===== src/rtl/qts_pkg.sv =====
// shared types and constants for the quintic trajectory sampler
`timescale 1ns / 1ps
package qts_pkg;

  localparam int MAX_POINTS = 64;
  localparam int CNT_W      = 7;
  localparam int IDX_W      = 6;
  localparam int DIV_W      = 72;
  localparam int DIV_BITS   = 8;
  localparam int DIV_STEPS  = DIV_W / DIV_BITS;

  localparam logic [2:0] HORNER_FIRST = 3'd4;
  localparam logic [2:0] HORNER_LAST  = 3'd0;

  typedef struct packed {
    logic signed [31:0] start_position;
    logic signed [31:0] start_velocity;
    logic signed [31:0] start_accel;
    logic signed [31:0] end_position;
    logic [15:0]        move_duration;
    logic [6:0]         point_count;
  } in_item_t;

  typedef struct packed {
    logic [5:0]         sample_index;
    logic signed [31:0] sample_position;
    logic               last_sample;
    logic               bad_request;
  } out_item_t;

  typedef struct packed {
    logic       load;
    logic       prep1;
    logic       prep2;
    logic       prep3;
    logic       coef;
    logic       samp_init;
    logic       mul;
    logic       add;
    logic       emit;
    logic       emit_bad;
    logic       next_k;
    logic [2:0] coef_sel;
  } dp_cmd_t;

  typedef struct packed {
    logic in_bad;
    logic div_done;
    logic last_k;
  } dp_status_t;

endpackage


===== src/rtl/qts_ctrl.sv =====
// controller: sequences the fit, the horner steps and the sample handshake
`timescale 1ns / 1ps
module qts_ctrl (
  input  logic                clk,
  input  logic                rst,
  input  logic                in_valid,
  output logic                in_ready,
  output logic                out_valid,
  input  logic                out_ready,
  input  qts_pkg::dp_status_t status,
  output qts_pkg::dp_cmd_t    cmd
);

  typedef enum logic [10:0] {
    S_IDLE  = 11'b00000000001,
    S_PREP1 = 11'b00000000010,
    S_PREP2 = 11'b00000000100,
    S_PREP3 = 11'b00000001000,
    S_COEF  = 11'b00000010000,
    S_SINIT = 11'b00000100000,
    S_MUL   = 11'b00001000000,
    S_DIV   = 11'b00010000000,
    S_ADD   = 11'b00100000000,
    S_FIN   = 11'b01000000000,
    S_OUT   = 11'b10000000000
  } state_t;

  state_t     state, state_next;
  logic [2:0] sel, sel_next;

  assign in_ready  = (state == S_IDLE);
  assign out_valid = (state == S_OUT);

  always_comb begin
    state_next   = state;
    sel_next     = sel;
    cmd          = '0;
    cmd.coef_sel = sel;
    case (state)
      S_IDLE: begin
        if (in_valid) begin
          if (status.in_bad) begin
            cmd.emit_bad = 1'b1;
            state_next   = S_OUT;
          end else begin
            cmd.load   = 1'b1;
            state_next = S_PREP1;
          end
        end
      end
      S_PREP1: begin
        cmd.prep1  = 1'b1;
        state_next = S_PREP2;
      end
      S_PREP2: begin
        cmd.prep2  = 1'b1;
        state_next = S_PREP3;
      end
      S_PREP3: begin
        cmd.prep3  = 1'b1;
        state_next = S_COEF;
      end
      S_COEF: begin
        cmd.coef   = 1'b1;
        state_next = S_SINIT;
      end
      S_SINIT: begin
        cmd.samp_init = 1'b1;
        sel_next      = qts_pkg::HORNER_FIRST;
        state_next    = S_MUL;
      end
      S_MUL: begin
        cmd.mul    = 1'b1;
        state_next = S_DIV;
      end
      S_DIV: begin
        if (status.div_done) state_next = S_ADD;
      end
      S_ADD: begin
        cmd.add = 1'b1;
        if (sel == qts_pkg::HORNER_LAST) begin
          state_next = S_FIN;
        end else begin
          sel_next   = sel - 3'd1;
          state_next = S_MUL;
        end
      end
      S_FIN: begin
        cmd.emit   = 1'b1;
        state_next = S_OUT;
      end
      S_OUT: begin
        if (out_ready) begin
          if (status.last_k) begin
            state_next = S_IDLE;
          end else begin
            cmd.next_k = 1'b1;
            state_next = S_SINIT;
          end
        end
      end
      default: state_next = S_IDLE;
    endcase
  end

  always_ff @(posedge clk) begin
    if (rst) begin
      state <= S_IDLE;
      sel   <= qts_pkg::HORNER_LAST;
    end else begin
      state <= state_next;
      sel   <= sel_next;
    end
  end

endmodule


===== config.mk =====
export PLATFORM = sky130hd
export DESIGN_NAME = qts_ctrl
export DESIGN_NICKNAME = d
export VERILOG_FILES = /design/src/rtl/qts_pkg.sv /design/src/rtl/qts_ctrl.sv
export SDC_FILE = /design/constraint.sdc
export NUM_CORES = 1
export LEC_CHECK = 0
export BUFFER_PORTS_ARGS = -buffer_cell sky130_fd_sc_hd__buf_2
export CORE_MARGIN = 1.5
export CORE_UTILIZATION = 45
export CTS_CLUSTER_DIAMETER = 40
export DETAILED_ROUTE_END_ITERATION = 16
export HOLD_SLACK_MARGIN = 0.1
export PLACE_DENSITY = 0.69
export SYNTH_ARGS = -nofsm -noshare
export SYNTH_HDL_FRONTEND = slang
export SYNTH_SLANG_ARGS = --single-unit

===== constraint.sdc =====
create_clock -name clk -period 2.4 [get_ports clk]
set_input_delay 0.48 -clock clk [delete_from_list [all_inputs] [get_ports clk]]
set_output_delay 0.48 -clock clk [all_outputs]
set_load 0.05 [all_outputs]

## After elaboration in Yosys (flattened, before gate mapping)

Cells that the tools add are included.

- Register bits after elaboration: 14
- Input port bits: 7
- Output and inout port bits: 16
- Logic and storage cells: 48

- Add/subtract/negate cells: 1
- Equal/unequal tests: 15
- Multiplexer cells: 26
- Reductions and logical operators: 4

Operators with widths:

| operator | number |
|---|---|
| 11-bit one-hot mux with 11 select lines | 1 |
| 11-bit two-way mux | 4 |
| 1-bit two-way mux | 17 |
| 11-bit by 1-bit == test with 1-bit output, second input constant | 1 |
| 11-bit by 10-bit == test with 1-bit output, second input constant | 1 |
| 11-bit == test, second input constant | 1 |
| 11-bit by 2-bit == test with 1-bit output, second input constant | 1 |
| 11-bit by 3-bit == test with 1-bit output, second input constant | 1 |
| 11-bit by 4-bit == test with 1-bit output, second input constant | 1 |
| 11-bit by 5-bit == test with 1-bit output, second input constant | 1 |
| 11-bit by 6-bit == test with 1-bit output, second input constant | 1 |
| 11-bit by 7-bit == test with 1-bit output, second input constant | 1 |
| 11-bit by 8-bit == test with 1-bit output, second input constant | 1 |
| 11-bit by 9-bit == test with 1-bit output, second input constant | 1 |
| 10-bit two-way mux | 1 |
| 6-bit two-way mux | 1 |
| 2-bit != test, second input constant | 3 |
| 3-bit one-hot mux with 2 select lines | 1 |
| 3-bit logical NOT | 1 |
| 3-bit two-way mux | 1 |
| 3-bit AND reduction | 1 |
| 3-bit by 1-bit subtractor with 3-bit output, second input constant | 1 |
| 2-bit by 1-bit != test with 1-bit output, second input constant | 1 |
| 2-bit AND reduction | 1 |
| 2-bit nonzero test | 1 |

## Longest topological paths before layout

Gate-level depths: netlist of run 1.

- Word-level depth: 3
- Gate-level depth with buffers: 6
- Mapped depth without buffers: 6

## Worst setup path before layout of run 1

No wires, ideal clock.

- Path type: reg2out
- From: register state[2]
- To: output port cmd[13] (netlist name)
- Data arrival time: 2,547 ps
- Required time: 1,920 ps
- Setup slack: -627 ps
- Stages on the path, launching flop included: 6
- Buffers on the path: 0
- Path through: dfxtp_1 or4_4 nor4_4 and3b_1 nand2_1 nor2_1

RTL lines:

| element | RTL line | RTL |
|---|---|---|
| start, declared | qts_ctrl.sv:28 | `state_t state, state_next;` |
| start signal, assigned | qts_ctrl.sv:111 | `state <= state_next;` |
| end, declared | qts_ctrl.sv:11 | `output qts_pkg::dp_cmd_t cmd` |

==> results of run 1 <==
worst max-delay path: stages (launching register included):
cell and delay (ns):
dfxtp_2 0.33, or4_4 0.57, nor4_4 0.16, and3b_2 0.25, and3_4 0.20, buf_8 0.14
per-layer routing:
layer / GRT usage (%) / up-vias
li1: - / 486
met1: 23.3 / 459
met2: 38.4 / 10
met3: 2.78 / 2
met4: 8.57 / 0
met5: 0 / -
synthesized netlist by cell type (2+ instances only):
master     n  area share [%]
clkbuf_1   4             1.6
and3b_1    2             1.9
nand3b_1   3             2.4
dfxtp_1   14              30
nand3_1    5             2.7
o21ai_0    2             1.1
nand2_1    8             3.2
nand2b_1   2             1.3
or4_4      2             2.4
inv_1      7             2.8
a21oi_1    9             4.8
nor2_1     8             3.2
nor3_4     2             3.5
nand4_1    2             1.3
nor3_1     7             3.8
ha_1       2             2.7
nor4b_1    3             2.8
nor3b_1    7             5.6
and3_1     4             2.7
power breakdown:
| part | switching [mW] | internal, mW | total (mW) |
|---|---|---|---|
| Sequential | 0.00478 | 0.238 | 0.243 |
| Clock | 0.0731 | 0.0921 | 0.165 |
| Combinational | 0.0931 | 0.0608 | 0.154 |
| Total | 0.171 | 0.391 | 0.562 |
flip-flops by register name, summed over array words and instances, names as in the netlist:
| register | flops |
|---|---|
| sel | 3 |
| state | 11 |
final cells by class:
class / instances / area [um^2] / share of cell area, %
Inverter: 7 / 26.3 / 2.04
Timing Repair Buffer: 37 / 272 / 21.0
Clock buffer: 4 / 36.3 / 2.81
Multi-Input combinational cell: 88 / 638 / 49.5
Tap cell: 27 / 33.8 / 2.62
Sequential cell: 14 / 284 / 22.0
logic make-up (layout without fill, tap and decap cells):
group	after synthesis	after routing	synth area share, %
multiplexers	1	1	1.07
buffers and inverters	13	48	5.37
adder cells (fa/ha/maj)	2	2	2.68
XOR/XNOR	2	2	1.88
flip-flops	14	14	30.1
AND/OR/NAND/NOR	67	67	48.7
AO/OA/AOI/OAI	16	16	10.2
path summary, 6_finish.rpt:
| check | endpoint | slack (ns) | startpoint |
|---|---|---|---|
| worst max-delay path | cmd[4] | 0.01 | state[2]$_SDFFE_PP0P_ |
| worst min-delay path | state[1]$_SDFFE_PP0P_ | 0.43 | status[2] |
| worst max register to register | state[4]$_SDFFE_PP0P_ | 0.40 | state[8]$_SDFFE_PP0P_ |
| worst min register to register | sel[0]$_SDFFE_PP0P_ | 0.49 | sel[0]$_SDFFE_PP0P_ |
metrics by stage:
step                instance area (um^2)  hold slack, ns  utilization [%]  TNS, ns  power [mW]
floorplan                            946           0.550                -    -2.08       0.350
global placement                    1160           0.465             59.3        0       0.386
detailed placement                  1160           0.482             59.3        0       0.388
CTS                                 1260           0.427             64.0   -0.138       0.560
global route                        1290           0.423             65.8   -0.306       0.591
finish                              1290           0.431             65.8        0       0.562
what timing repair did:
action | CTS | global route
setup buffers | 1 | 1
pin swaps | 2 | 5
endpoints found under the setup margin | 8 | 10
resized for setup | 15 | 11
endpoints found under the hold margin | 0 | 0
==> out/metrics.cfg, run 1 <==
[route]
highest_layer = met4
wl_met2_um = 1240
wl_met3_um = 27
wl_per_cell_um = 13.3
wl_met1_um = 1050
wl_um = 2350
viasPerCell = 5.41
vias = 957
antenna_left = 0
initialDrtViolationCount = 9
detail_route.first_pass.iterations = 4
drc = 0

[synthesis]
ys_seq_area_share_pct = 30.1
synth_cell_type_count = 41
syn_area_um2 = 932
synth.net_count = 124
syn_avg_cell_area_um2 = 8.11
syn-instance-count = 115
synthFlopType = dfxtp_1
synth_edf_count = 0
yosysWarnings = 0
synth-seq-cells = 14
async_reset_ff_share_pct = 0

[placement]
dp_slack_ns = 0.138
dp_hpwl_um = 1740
dp_cells = 171
place.gp.congestion = 0.876
io_buffers = 22

[clocking]
clock_sinks = 14
path_clk_slew_ns = 0.09
clock_latency_ns = 0.27
cts_hold_buf = 0
cts_tree = done
cts_buffers = 3
root_buffer = clkbuf_4
htree_levels = 1
clockBufferDepth = 2

[cells_and_area]
area_growth_pct = 38.4
drive_gt1_share_pct = 42.0
layout.cells.non_filler = 177
layout_common_cells = buf_4 (18), buf_2 (13), dfxtp_1 (11), a21oi_1 (9)
antennaDiodeCount = 0
final_common_cell = buf_4
fillCellCount = 193
finalNetCount = 160

[die]
die_w_um = 48.5
initial_core_util_pct = 47.5
top_level_ports = 23
rows = 16
coreArea_um2 = 1960
fp.dieH_um = 48.5
design.die.area_um2 = 2350

[timing]
max_slew_margin_pct = 65.1
max_freq_ghz = 0.418
rsz0062_at_grt = true
period_needed_ns = 2.39
setup_viol = 0
slew_viol_final = 0
finClkSkew_ns = 0.00504
final-hold-violation-count = 0
finalWorstSetupSlack_ns = 0.00956
post-route-period-util_pct = 99.6
worst_pin_slew_ns = 0.521

[global_routing]
grt_max_degree = 11
grt_pass1_vias = 890
antenna_found_initial = 0
grt.overflow.total = 0
grt_use_total_pct = 20.5
grt_pass1_wl_um = 3790

[pwr]
p_leak_nw = 0.571
power_density_nw_per_um2 = 436
peakVddDrop_v = 0.000261

[hold_path]
hold_class = in2reg
worstHoldPathCells = 2

[critical_path]
worstSetupPathType = reg2out
end_kind = output port
startpoint_type = flop
crit_fanout = 4
cp.required_ns = 1.92
critical_path_arrival_ns = 1.91
r2r_cells = 5

[job]
cap_viol_max_count = 0

[outcome]
outcome = completed

(Power assumes the default switching activity.)
==> run 2: changes to the inputs <==
CTS_BUF_LIST = sky130_fd_sc_hd__clkbuf_4   (was not set)
REMOVE_ABC_BUFFERS = 1   (was not set)
==> out/metrics.cfg, run 2 (synthesis results as in run 1) <==
[critical_path]
end_kind = output port
r2r_start = state[8]$_SDFFE_PP0P_
crit_buf_inv = 1
cpLargestDelayFamily = simple AND/OR/NAND/NOR gates
critical-path-max-stage-delay_ns = 0.56
crit_fanout = 3
rrSetupSlack_ns = 0.42
worstReg2RegEnd = state[2]$_SDFFE_PP0P_
cp_slowest_cell = or4_4
startpoint_type = flop
crit_chain = or4_4, nor4_4, and3b_2, nand2_2, nor2_2, buf_6
r2r_cells = 5
critical_path_arrival_ns = 1.99
endpoint = cmd[13]
cp.required_ns = 1.92
worstSetupPathType = reg2out
cp.depth = 6
crit_start = state[2]$_SDFFE_PP0P_

[global_routing]
antenna_found_initial = 0
grt_max_degree = 11
grt_pass1_wl_um = 3800
grt.overflow.total = 0
grt_pass1_vias = 838
grt_use_total_pct = 20.5

[placement]
dp_cells = 171
placed_area_um2 = 1150
io_buffers = 22
dp_slack_ns = 0.134
place.gp.congestion = 0.867
dp_hpwl_um = 1720

[cells_and_area]
final_area_um2 = 1310
largest_reg_flops = 11
layout.cells.non_filler = 179
regMostFlops = state
layout_common_cells = buf_4 (19), dfxtp_1 (13), buf_2 (11), a21oi_1 (9)
regArea_um2 = 282
antennaDiodeCount = 0
final_common_cell = buf_4
top_regs = state: 11 flops, sel: 3 flops
fillCellCount = 182
drive_gt1_share_pct = 42.1
multi_input_area_um2 = 646
final_util_pct = 66.9
area_growth_pct = 40.8
finalNetCount = 162

[pwr]
p_leak_nw = 0.583
power.total_uw = 532
peakVddDrop_v = 0.000271
power_density_nw_per_um2 = 405

[timing]
period_needed_ns = 2.47
max_slew_margin_pct = 61.6
finalWorstSetupSlack_ns = -0.0663
rsz0062_at_grt = true
max_freq_ghz = 0.405
post-route-period-util_pct = 103
setup_tns_ns = -0.182
slew_viol_final = 0
final-hold-violation-count = 0
worst_pin_slew_ns = 0.573
setup_viol = 3
finClkSkew_ns = 0.00174
whs_ns = 0.415

[die]
coreArea_um2 = 1960
initial_core_util_pct = 47.5
rows = 16
die_w_um = 48.5
top_level_ports = 23
fp.dieH_um = 48.5
design.die.area_um2 = 2350

[clocking]
cts_buffers = 3
path_clk_slew_ns = 0.08
htree_levels = 1
clockBufferDepth = 2
cts_hold_buf = 0
cts_tree = done
clock_latency_ns = 0.27
root_buffer = clkbuf_4
clock_sinks = 14

[hold_path]
worstHoldPathCells = 2
hold_class = in2reg

[job]
cap_viol_max_count = 0

[route]
drc = 0
viasPerCell = 5.39
vias = 965
wl_um = 2370
antenna_left = 0
initialDrtViolationCount = 27
detail_route.first_pass.iterations = 4
wl_per_cell_um = 13.3

[outcome]
outcome = finished, violations left
violations = setup timing

==> run 2: changes by cell type in the layout (fill, tap and decap cells not counted), sizes merged <==
cell,delta
clkinv,+1
buf,+1
==> run 2: worst min path at each step <==
stage | start | end | slack [ns]
CTS | status[2] | state[1]$_SDFFE_PP0P_ | 0.40
finish | status[2] | state[1]$_SDFFE_PP0P_ | 0.42
detailed placement | sel[1]$_SDFFE_PP0P_ | sel[1]$_SDFFE_PP0P_ | 0.48
global placement | sel[0]$_SDFFE_PP0P_ | sel[0]$_SDFFE_PP0P_ | 0.47
floorplan | state[7]$_SDFFE_PP0P_ | state[8]$_SDFFE_PP0P_ | 0.51
global route | status[2] | state[1]$_SDFFE_PP0P_ | 0.41
==> run 2: cell type report <==
type                            instances  area share (%)
Sequential cell                        14            21.4
Tap cell                               27            2.57
Clock inverter                          1           0.286
Multi-Input combinational cell         88            49.2
Timing Repair Buffer                   39            22.8
Clock buffer                            3            1.72
Inverter                                7            2.00
==> run 2: what timing repair did <==
action | in CTS | in global routing
setup endpoints to repair | 8 | 11
gates resized for setup | 12 | 25
pin swaps | 0 | 5
setup buffers | 0 | 4
==> run 2: layer usage <==
layer  part of all wire (%)  up-vias  GRT usage, %  routed length, um
met5                      0        -             0                  0
met3                    4.0        6          3.70                 96
li1                       -      494             -                  -
met2                     50       23          35.0               1200
met1                     44      442          25.7               1030
met4                    1.9        0          8.10                 45
==> run 2: worst register-to-register path, delay by kind of cell, from the launching register on <==
kind,cells,cell delay (ns)
AND/OR/NAND/NOR,3,1.20
buffers and inverters,1,0.16
flip-flops,1,0.32
AO/OA/AOI/OAI,1,0.19
==> run 2: power breakdown <==
group	switching [mW]	total (mW)	internal [mW]	leakage, nW
registers	0.00434	0.242	0.238	0.114
logic	0.0950	0.157	0.0622	0.454
clock network	0.0723	0.133	0.0603	0.0154
